### config.mk
export PLATFORM = sky130hd
export DESIGN_NAME = audio_silence_run_finder
export DESIGN_NICKNAME = d
export VERILOG_FILES = /design/src/asrf_pkg.sv /design/src/asrf_cfg.sv /design/src/asrf_core.sv /design/src/audio_silence_run_finder.sv
export SDC_FILE = /design/constraint.sdc
export NUM_CORES = 1
export LEC_CHECK = 0
export BUFFER_PORTS_ARGS = -buffer_cell sky130_fd_sc_hd__buf_2
export CAP_MARGIN = 30
export CORE_MARGIN = 3
export CORE_UTILIZATION = 46
export DETAILED_ROUTE_END_ITERATION = 8
export GPL_TIMING_DRIVEN = 0
export HOLD_SLACK_MARGIN = 0.05
export MAX_ROUTING_LAYER = met4
export PLACE_DENSITY = 0.68
export SLEW_MARGIN = 20
export SYNTH_ARGS = -nofsm -noshare
export SYNTH_HDL_FRONTEND = slang
export SYNTH_SLANG_ARGS = --single-unit
### constraint.sdc
create_clock -name clk -period 6.2 [get_ports clk]
set_input_delay 0.31 -clock clk [delete_from_list [all_inputs] [get_ports clk]]
set_output_delay 0.31 -clock clk [all_outputs]
set_load 0.01 [all_outputs]
### src/asrf_pkg.sv
// Shared types and constants for the audio silence run finder.
// Holds the frame and result words, the configuration bundle and register indexes.
// No dependencies.
package asrf_pkg;

    // Field widths of the frame and result words.
    localparam int SAMPLE_BITS    = 24;
    localparam int INDEX_BITS     = 32;
    localparam int RUN_BITS       = 32;
    localparam int MAX_CHANNELS   = 2;
    localparam int CHAN_CNT_BITS  = 2;
    localparam int CFG_DATA_BITS  = 32;
    localparam int CFG_INDEX_BITS = 3;

    // Width used to compare a run span against the minimum length.
    localparam int CMP_BITS = (INDEX_BITS > RUN_BITS) ? INDEX_BITS : RUN_BITS;

    // Configuration register indexes.
    localparam logic [CFG_INDEX_BITS-1:0] REG_CH0_LOW       = 3'd0;
    localparam logic [CFG_INDEX_BITS-1:0] REG_CH0_HIGH      = 3'd1;
    localparam logic [CFG_INDEX_BITS-1:0] REG_CH1_LOW       = 3'd2;
    localparam logic [CFG_INDEX_BITS-1:0] REG_CH1_HIGH      = 3'd3;
    localparam logic [CFG_INDEX_BITS-1:0] REG_CHANNELS_USED = 3'd4;
    localparam logic [CFG_INDEX_BITS-1:0] REG_MIN_RUN       = 3'd5;
    localparam logic [CFG_INDEX_BITS-1:0] REG_BACKWARDS     = 3'd6;

    // Reset values of the non-zero registers.
    localparam logic [CHAN_CNT_BITS-1:0] CHANNELS_USED_RESET = 2'd1;
    localparam logic [RUN_BITS-1:0]      MIN_RUN_RESET       = 32'd1;

    // One input frame.
    typedef struct packed {
        logic                          restart;
        logic [INDEX_BITS-1:0]         sample_index;
        logic signed [SAMPLE_BITS-1:0] value_ch0;
        logic signed [SAMPLE_BITS-1:0] value_ch1;
    } in_word_t;

    // One result.
    typedef struct packed {
        logic                  found;
        logic [INDEX_BITS-1:0] silence_start;
        logic                  in_run;
    } out_word_t;

    // Decoded configuration handed to the run tracker.
    typedef struct packed {
        logic signed [SAMPLE_BITS-1:0] ch0_low;
        logic signed [SAMPLE_BITS-1:0] ch0_high;
        logic signed [SAMPLE_BITS-1:0] ch1_low;
        logic signed [SAMPLE_BITS-1:0] ch1_high;
        logic                          check_ch1;
        logic [RUN_BITS-1:0]           min_run;
        logic                          backwards;
    } cfg_t;

endpackage

### src/asrf_cfg.sv
// Configuration register file of the audio silence run finder.
// Depends on asrf_pkg for register indexes and the cfg_t bundle.
module asrf_cfg
    import asrf_pkg::*;
(
    input  logic                      clk,
    input  logic                      rst_n,
    input  logic                      cfg_wr_en,
    input  logic [CFG_INDEX_BITS-1:0] cfg_index,
    input  logic [CFG_DATA_BITS-1:0]  cfg_data,
    output cfg_t                      cfg
);

    logic signed [SAMPLE_BITS-1:0] ch0_low_reg;
    logic signed [SAMPLE_BITS-1:0] ch0_high_reg;
    logic signed [SAMPLE_BITS-1:0] ch1_low_reg;
    logic signed [SAMPLE_BITS-1:0] ch1_high_reg;
    logic [CHAN_CNT_BITS-1:0]      channels_used_reg;
    logic [RUN_BITS-1:0]           min_run_reg;
    logic                          backwards_reg;

    // Register writes; unknown indexes are dropped.
    always_ff @(posedge clk or negedge rst_n)
    begin
        if (!rst_n)
        begin
            ch0_low_reg       <= '0;
            ch0_high_reg      <= '0;
            ch1_low_reg       <= '0;
            ch1_high_reg      <= '0;
            channels_used_reg <= CHANNELS_USED_RESET;
            min_run_reg       <= MIN_RUN_RESET;
            backwards_reg     <= 1'b0;
        end
        else if (cfg_wr_en)
        begin
            case (cfg_index)
                REG_CH0_LOW:       ch0_low_reg       <= cfg_data[SAMPLE_BITS-1:0];
                REG_CH0_HIGH:      ch0_high_reg      <= cfg_data[SAMPLE_BITS-1:0];
                REG_CH1_LOW:       ch1_low_reg       <= cfg_data[SAMPLE_BITS-1:0];
                REG_CH1_HIGH:      ch1_high_reg      <= cfg_data[SAMPLE_BITS-1:0];
                REG_CHANNELS_USED: channels_used_reg <= cfg_data[CHAN_CNT_BITS-1:0];
                REG_MIN_RUN:       min_run_reg       <= cfg_data[RUN_BITS-1:0];
                REG_BACKWARDS:     backwards_reg     <= cfg_data[0];
                default:           ;
            endcase
        end
    end

    // A count of zero acts as one; anything above one checks channel 1 too.
    always_comb
    begin
        cfg.ch0_low   = ch0_low_reg;
        cfg.ch0_high  = ch0_high_reg;
        cfg.ch1_low   = ch1_low_reg;
        cfg.ch1_high  = ch1_high_reg;
        cfg.check_ch1 = (MAX_CHANNELS > 1) && (channels_used_reg >= CHAN_CNT_BITS'(2));
        cfg.min_run   = min_run_reg;
        cfg.backwards = backwards_reg;
    end

endmodule

### src/asrf_core.sv
// Run tracker of the audio silence run finder: holds the open run and the found
// result, and works out the result of one frame. Depends on asrf_pkg.
module asrf_core
    import asrf_pkg::*;
(
    input  logic      clk,
    input  logic      rst_n,
    input  logic      step_en,
    input  in_word_t  frame,
    input  cfg_t      cfg,
    output out_word_t result
);

    logic                  open_reg, open_next;
    logic [INDEX_BITS-1:0] start_reg, start_next;
    logic                  found_reg, found_next;
    logic [INDEX_BITS-1:0] found_idx_reg, found_idx_next;

    logic                  base_open;
    logic                  base_found;
    logic [INDEX_BITS-1:0] base_start;
    logic [INDEX_BITS-1:0] base_found_idx;
    logic                  ch0_silent;
    logic                  ch1_silent;
    logic [INDEX_BITS-1:0] run_start;
    logic [INDEX_BITS-1:0] span;
    logic                  order_ok;
    logic [RUN_BITS-1:0]   min_less_one;
    logic                  long_enough;

    always_comb
    begin
        // A restart clears the run and the result before the frame is handled.
        base_open      = frame.restart ? 1'b0 : open_reg;
        base_start     = frame.restart ? '0 : start_reg;
        base_found     = frame.restart ? 1'b0 : found_reg;
        base_found_idx = frame.restart ? '0 : found_idx_reg;

        // Window tests; an inverted window never matches.
        ch0_silent = (frame.value_ch0 >= cfg.ch0_low) && (frame.value_ch0 <= cfg.ch0_high);
        ch1_silent = (frame.value_ch1 >= cfg.ch1_low) && (frame.value_ch1 <= cfg.ch1_high);

        // The run starts at this frame if none is open yet.
        run_start = base_open ? base_start : frame.sample_index;

        // Run length check in the search direction.
        if (cfg.backwards)
        begin
            order_ok = run_start >= frame.sample_index;
            span     = run_start - frame.sample_index;
        end
        else
        begin
            order_ok = frame.sample_index >= run_start;
            span     = frame.sample_index - run_start;
        end
        min_less_one = cfg.min_run - RUN_BITS'(1);
        long_enough  = (cfg.min_run == '0) ||
                       (order_ok && (CMP_BITS'(span) >= CMP_BITS'(min_less_one)));

        open_next      = base_open;
        start_next     = base_start;
        found_next     = base_found;
        found_idx_next = base_found_idx;

        // Channel 0 decides opening and completion. Channel 1 sees the same
        // run and index, so it can only close the run.
        if (!base_found)
        begin
            if (!ch0_silent)
            begin
                open_next = 1'b0;
            end
            else
            begin
                open_next  = 1'b1;
                start_next = run_start;
                if (long_enough)
                begin
                    found_next     = 1'b1;
                    found_idx_next = run_start;
                end
                else if (cfg.check_ch1 && !ch1_silent)
                begin
                    open_next = 1'b0;
                end
            end
        end

        result.found         = found_next;
        result.silence_start = found_next ? found_idx_next : '0;
        result.in_run        = open_next;
    end

    // Run state advances once per frame handed to the result register.
    always_ff @(posedge clk or negedge rst_n)
    begin
        if (!rst_n)
        begin
            open_reg      <= 1'b0;
            start_reg     <= '0;
            found_reg     <= 1'b0;
            found_idx_reg <= '0;
        end
        else if (step_en)
        begin
            open_reg      <= open_next;
            start_reg     <= start_next;
            found_reg     <= found_next;
            found_idx_reg <= found_idx_next;
        end
    end

endmodule

### src/audio_silence_run_finder.sv
// Top level of the audio silence run finder: input and result registers with
// their handshakes. Depends on asrf_pkg, asrf_cfg and asrf_core.
//
// The block takes one audio frame per clock cycle while the output side keeps taking
// words, and returns one result word per frame, in order. A frame is accepted into
// the input register, and its result is loaded into the result register when the
// frame moves on, that is when the result register is free or being drained. The
// rate is set by the run-state update in the tracker, which is combinational between
// its registers, so frames may follow back to back. When a result word waits, the
// input register fills and in_ready follows out_ready, so at most two frames are
// held. Configuration is written through a plain write port and should only change
// while no frame is in flight.
module audio_silence_run_finder
    import asrf_pkg::*;
(
    input  logic                      clk,
    input  logic                      rst_n,
    input  logic                      in_valid,
    output logic                      in_ready,
    input  in_word_t                  in_data,
    output logic                      out_valid,
    input  logic                      out_ready,
    output out_word_t                 out_data,
    input  logic                      cfg_wr_en,
    input  logic [CFG_INDEX_BITS-1:0] cfg_index,
    input  logic [CFG_DATA_BITS-1:0]  cfg_data
);

    cfg_t      cfg;
    in_word_t  in_data_reg;
    logic      in_valid_reg;
    out_word_t out_data_reg;
    logic      out_valid_reg;
    out_word_t step_result;
    logic      advance;
    logic      in_take;

    asrf_cfg u_cfg (
        .clk       (clk),
        .rst_n     (rst_n),
        .cfg_wr_en (cfg_wr_en),
        .cfg_index (cfg_index),
        .cfg_data  (cfg_data),
        .cfg       (cfg)
    );

    asrf_core u_core (
        .clk     (clk),
        .rst_n   (rst_n),
        .step_en (advance),
        .frame   (in_data_reg),
        .cfg     (cfg),
        .result  (step_result)
    );

    // The held frame moves on when the result register is free or being drained.
    assign advance  = in_valid_reg && (!out_valid_reg || out_ready);
    assign in_ready = !in_valid_reg || advance;
    assign in_take  = in_valid && in_ready;

    // Input register.
    always_ff @(posedge clk or negedge rst_n)
    begin
        if (!rst_n)
        begin
            in_valid_reg <= 1'b0;
        end
        else if (in_take)
        begin
            in_valid_reg <= 1'b1;
        end
        else if (advance)
        begin
            in_valid_reg <= 1'b0;
        end
    end

    always_ff @(posedge clk)
    begin
        if (in_take)
        begin
            in_data_reg <= in_data;
        end
    end

    // Result register.
    always_ff @(posedge clk or negedge rst_n)
    begin
        if (!rst_n)
        begin
            out_valid_reg <= 1'b0;
        end
        else if (advance)
        begin
            out_valid_reg <= 1'b1;
        end
        else if (out_ready)
        begin
            out_valid_reg <= 1'b0;
        end
    end

    always_ff @(posedge clk)
    begin
        if (advance)
        begin
            out_data_reg <= step_result;
        end
    end

    assign out_valid = out_valid_reg;
    assign out_data  = out_data_reg;

endmodule

Word-level counts from Yosys, hierarchy flattened:

Index checks and enable logic that the tools add are counted.
W data, S select, Z words.

* memory bits (read-only): 0
* word-level logic and storage cells: 83
* register bits after elaboration: 314
* memory bits (writable): 0
* input bits: 121
* latch bits: 0
* output and inout bits: 36
* memories kept: 0

* divide/modulo/power cells: 0
* multipliers: 0
* shifts and indexed selects: 0
* order comparisons: 8
* reduce and logical (&&, ||, !) cells: 23
* multiplexer cells: 23
* bitwise gates (word level): 0
* equal/unequal tests: 6
* $add $sub $neg: 3

Operators with widths (count)
* $mux W32: 9
* $ge A32 B32 Y1: 3
* $sub A32 B32 Y32: 2
* $ge A24 B24 Y1: 2
* $le A24 B24 Y1: 2
* $logic_not A32 Y1: 1
* $sub A32 B1 Y32 const B: 1
* $mux W1: 14
* $reduce_and A2 Y1: 7
* $eq A3 B3 Y1 const B: 3
* $eq A3 B2 Y1 const B: 2
* $logic_and A1 B1 Y1: 6
* $reduce_bool A2 Y1: 2
* $eq A3 B1 Y1 const B: 1
* $logic_not A1 Y1: 3
* $logic_not A3 Y1: 1
* $logic_or A1 B1 Y1: 3
* $ge A2 B2 Y1 const B: 1

Longest topological paths before layout:

* depth after elaboration: 10
* mapped depth: 27

Cells and area by module:

A second synthesis with hierarchy kept.

* cells, all modules: 1889
* area, all modules: 19256.0 µm²

By module, submodules not included
* asrf_core: area each 10598.9 µm², cells each 1483, instances 1
* asrf_cfg: area each 5099.9 µm², cells each 283, instances 1
* audio_silence_run_finder: area each 3557.2 µm², cells each 123, instances 1

Worst setup path after synthesis:

No wires, ideal clock.

* path type: flip-flop to flip-flop
* start: register in_data_reg[80] in the netlist's numbering
* end: register u_core.found_idx_reg[10]
* slack: 997 ps
* data required time: 6078 ps
* cell stages (with the launch flop): 28
* arrival time: 5081 ps
* setup time: 122 ps
* buffers on the path: 6
* clock period less this slack: 5203 ps
* cells stage by stage: edfxtp_1 nor2b_1 buf_2 clkbuf_1 clkbuf_1 a21oi_1 inv_1 ha_1 clkbuf_1 a21o_1 o21bai_1 a21oi_1 nor2_1 o21ai_0 o31a_1 o221ai_1 or3_1 ha_1 a21o_1 a21o_1 a21oi_1 nor2_1 nor4b_4 a22oi_4 and4_1 buf_6 buf_8 a32o_1

* longest elaborated chain between the ends: 10
* elaborated cells between the ends (all ways): 17
* those cells by class: 2 x add/sub; 3 x order compare; 10 x mux; 2 x reduce/logical

RTL lines
* from (decl): line audio_silence_run_finder.sv:30 `in_word_t in_data_reg;`
* from (signal assigned): line audio_silence_run_finder.sv:82 `in_data_reg <= in_data;`
* $mux W32 or $mux W1 (tied branches): line asrf_core.sv:35, asrf_core.sv:34
* $mux W32: line asrf_core.sv:44 `run_start = base_open ? base_start : frame.sample_index;`
* $sub A32 B32 Y32, on equally long branches: line asrf_core.sv:55, asrf_core.sv:50
* $mux W32: line asrf_core.sv:47 `if (cfg.backwards)`
* $ge A32 B32 Y1: line asrf_core.sv:59 `(order_ok && (CMP_BITS'(span) >= CMP_BITS'(min_less_one)));`
* $logic_and A1 B1 Y1: line asrf_core.sv:59
* $logic_or A1 B1 Y1: line asrf_core.sv:58 `long_enough = (cfg.min_run == '0) ||`
* $mux W32: line asrf_core.sv:78 `if (long_enough)`
* $mux W32: line asrf_core.sv:70 `if (!ch0_silent)`
* $mux W32 (*): line asrf_core.sv:68 `if (!base_found)`
* to (signal assigned): line asrf_core.sv:110 `found_idx_reg <= found_idx_next;`
* to (decl): line asrf_core.sv:17 `logic [INDEX_BITS-1:0] found_idx_reg, found_idx_next;`

Every way passes the cells marked *; elsewhere a longest branch is shown, timed or not.
A chain may end at the register's enable or synchronous reset.

Final worst setup path:

* start: register u_core.open_reg
* end: register out_data_reg, in the netlist out_data[0], data pin

* longest elaborated chain between the ends: 10
* elaborated cells between the ends (all ways): 14
* those cells by class: 2 x add/sub; 3 x order compare; 7 x mux; 2 x reduce/logical

RTL lines
* from (decl): line asrf_core.sv:14 `logic open_reg, open_next;`
* from (signal assigned): line asrf_core.sv:107 `open_reg <= open_next;`
* $mux W1 (*): line asrf_core.sv:34 `base_open = frame.restart ? 1'b0 : open_reg;`
* $mux W32: line asrf_core.sv:44
* $sub A32 B32 Y32, on equally long branches: line asrf_core.sv:55, asrf_core.sv:50
* $mux W32: line asrf_core.sv:47
* $ge A32 B32 Y1: line asrf_core.sv:59
* $logic_and A1 B1 Y1: line asrf_core.sv:59
* $logic_or A1 B1 Y1: line asrf_core.sv:58
* $mux W1: line asrf_core.sv:78
* $mux W1: line asrf_core.sv:70
* $mux W1 (*): line asrf_core.sv:68
* net u_core.open_next: line asrf_core.sv:14
* to (signal assigned): line audio_silence_run_finder.sv:107 `out_data_reg <= step_result;`
* to (decl): line audio_silence_run_finder.sv:32 `out_word_t out_data_reg;`

The timed path passes the listed nets; every way through them passes the cells marked *.

==> impl_metrics.toml <==
[status]
outcome = "complete, no violations"

[sta]
hold_viol = 0
clock_skew_ns = 0.0337
post-route-min-period_ns = 5.99
tightest_slew_ns = 0.955
setup_ws_ns = 0.209
grt_setup_unrepaired = "yes"
fmax_mhz = 167
slew-limit-headroom_pct = 36.3
final.period_utilization_pct = 96.6
final_max_slew_viol_count = 0
setup_violations = 0

[route]
firstDrtPassIters = 5
ant_nets = 0
drt-initial-drc-count = 1142
drc = 0
drt-total-wl_mm = 59.2
viasPerCell = 5.79
wire_per_inst_um = 21.1
vias = 16300

[power_and_ir_drop]
p_leak_nw = 10.2
power.net_switching_mw = 2.83
p_total_mw = 7.86
combPwrFrac_pct = 36.0
seq_power_share_pct = 34.9
cellPowerDensity_nw_per_um2 = 338
p_int_mw = 5.03
switching_share_pct = 36.0
irDropWorstVdd_mv = 0.229
clockPowerShare_pct = 29.2

[global_routing]
grtUsageTotal_pct = 27.6
grt_pass1_vias = 16700
grt-ovfl-total = 0
grt_start_max_net_pins = 101
grt_pass1_wl_mm = 93.0
antenna_found_initial = 0

[floorplanning]
core-area_um2 = 40400
initial_utilization_pct = 47.3
die_h_um = 210
rows = 73
io_pins = 157
die_w_um = 210
die_area_um2 = 44000

[placement]
hpwl_mm = 44.9
portBuffers = 155
placed_cell_area_um2 = 20600
place_inst = 2635
gp_congestion = 0.962
post-place-ws_ns = -1.02

[min_path]
hp-start = "cfg_data[22]"
hold_path.class = "in -> reg"
min_to = "u_cfg.ch0_high_reg[22]$_DFFE_PN0P_"
min_path_cells = 3

[final_layout]
largest_reg_flops = 81
antenna_cells = 0
nNetsFinal = 2561
stdcell_count = 2807
drive_above_1_share_pct = 17.9
final_common_cell = "nand2_1"
area_delta_synth_final_pct = 22.1
final_cell_mix = "nand2_1 (207), dfrtp_1 (196), ha_1 (184)"
fin_area_um2 = 23300

[setup_path]
regToRegStartpoint = "u_core.open_reg$_DFFE_PN0P_"
reg2regPathDepth = 23
cp_cell_sequence = "nor2b_1 -> clkbuf_4 -> buf_6 -> buf_4 -> a21o_1 -> ha_1 -> buf_2 -> a41oi_2 -> o21ai_0 -> a21oi_1 -> o31a_1 -> o2111a_1 -> or3_1 -> ha_1 -> a21o_1 -> a21o_1 -> a21oi_1 -> nor2_1 -> nor4b_4 -> a22oi_4 -> buf_4 -> a31oi_1 -> o21ai_0"
criticalPathCategory = "reg -> reg"
crit_required_ns = 6.48
start_kind = "register"
slowest_stage = "dfrtp_2"
worst-path-max-fanout = 10
r2r_setup_slack_ns = 0.21
cp.arrival_ns = 6.27
cp-end-kind = "register"
crit_path_frequent_cell = "a21o_1"
r2r-end = "out_data[0]$_DFFE_PP_"
cpPeakStageDelay_ns = 0.46
setup.worst_path.start = "u_core.open_reg$_DFFE_PN0P_"

[run]
cap_violations = 0

[logic_synthesis]
synth_cell_types = 82
syn_nets = 2260
synth_top_area_cell = "dfrtp_1"
synth-seq-cells = 313
synthTopCellsByArea = "dfrtp_1 (26%), edfxtp_1 (18%), ha_1 (12%)"
synth-main-ff-cell = "dfrtp_1"
synth_seq_area_share_pct = 44.1
yosys_warnings = 0
synth_area_per_cell_um2 = 9.78
synth-edff-count = 115
synth-async-reset-ratio_pct = 63.3
syn-cell-area_um2 = 19100
synth_top_area_share_pct = 25.8
synth_cells = 1951

[clock_network]
cts.htree.levels = 2
clk_pin_slew_ns = 0.07
cts-root-buf = "clkbuf_16"
clock_latency_ns = 0.58
clk_path_buf_depth = 3
cts.sinks = 313
numCtsBuffers = 38
cts_tree = "built"
-- timing repair --
| item | CTS | global route |
|---|---|---|
| buffers inserted | 3 | 4 |
| pin swaps | 1 | 5 |
| endpoints found under the hold margin | 187 | 0 |
| gates resized for setup | 28 | 76 |
| hold buffers | 97 | 0 |
| endpoints found under the setup margin | 68 | 68 |
-- cells by family (layout without fill, tap and decap cells) --
group                      Yosys count  count (layout)  synth area share (%)
AOI/OAI and AO/OA                  565             565                  19.0
and+or+nand+nor                    499             499                  12.5
DFF                                313             313                  44.1
buffers and inverters              268             599                  5.76
adders and majority gates          188             188                  12.4
muxes                               62              62                  3.65
xor gates and xnor gates            56              56                  2.57
-- Yosys cell counts, types with 5 or more instances --
library cell,instances
a2111oi_0,5
a211oi_1,22
a21o_1,41
a21oi_1,159
a31oi_1,10
a32o_1,32
and2_1,6
and3_1,6
buf_2,29
clkbuf_1,54
dfrtp_1,197
edfxtp_1,115
ha_1,187
inv_1,176
mux2_2,61
nand2_1,208
nand2b_1,11
nand3_1,20
nand3b_1,8
nand4_1,50
nand4b_1,5
nor2_1,92
nor2b_1,14
nor3_1,33
nor4_1,10
o211ai_1,15
o21a_1,8
o21ai_0,152
o21bai_1,20
o2bb2ai_1,25
o31ai_1,30
or2_2,9
or3_1,8
xnor2_1,37
xor2_1,19
-- metal layers --
layer,share of wire [%],wire length [um],global-route usage [%]
met3,5.5,3260,3.62
met5,0,0,-
met4,3.2,1920,9.40
met1,42,24900,34.4
met2,49,29200,46.5
-- critical path: cells and delay by family, from the launching register on --
kind	cells	cell delay, ns
buffers and inverters	5	1.04
and+or+nand+nor	4	0.89
DFF	1	0.46
adders and majority gates	2	0.60
AOI/OAI and AO/OA	12	2.70
-- layout make-up --
| cell class | instances | area, um2 |
|---|---|---|
| sequential | 313 | 8410 |
| fill | 3519 | 17100 |
| buffer | 90 | 483 |
| multi-input combinational | 1370 | 9870 |
| tap | 525 | 657 |
| clock buffer | 52 | 1060 |
| timing repair buffer | 263 | 1910 |
| inverter | 176 | 661 |
| clock inverter | 18 | 240 |
-- stage by stage --
stage          util [%]  hold slack [ns]  setup TNS (ns)
3_3_place_gp       50.8            0.461          -60.86
6_report           57.7           0.0728               0
4_1_cts            57.0           0.0519               0
2_1_floorplan         -           0.0144               0
5_1_grt            57.7           0.0773          -0.888
3_5_place_dp       51.1            0.245          -62.16
-- worst max path at each step --
| stage | endpoint | slack (ns) | depth (start not counted) |
|---|---|---|---|
| 2_1_floorplan | u_core.found_idx_reg[10]$_DFFE_PN0P_ | 1.0 | 27 |
| 3_3_place_gp | out_data[31]$_SDFFCE_PN0P_ | -1.00 | 25 |
| 3_5_place_dp | out_data[28]$_SDFFCE_PN0P_ | -1.02 | 25 |
| 4_1_cts | out_data[28]$_SDFFCE_PN0P_ | 0.01 | 24 |
| 5_1_grt | out_data[12]$_SDFFCE_PN0P_ | -0.06 | 25 |
| 6_report | out_data[0]$_DFFE_PP_ | 0.21 | 23 |
-- power groups by stage --
stage / clock, mW / sequential (mW) / combinational, mW
final: 2.29 / 2.74 / 2.83
after global routing: 2.42 / 2.78 / 3.15
after detailed placement: 0 / 2.76 / 2.63
after CTS: 2.34 / 2.73 / 2.73
after floorplan: 0 / 2.72 / 1.82
after global placement: 0 / 2.76 / 2.56
Power figures use the tool's default switching activity.
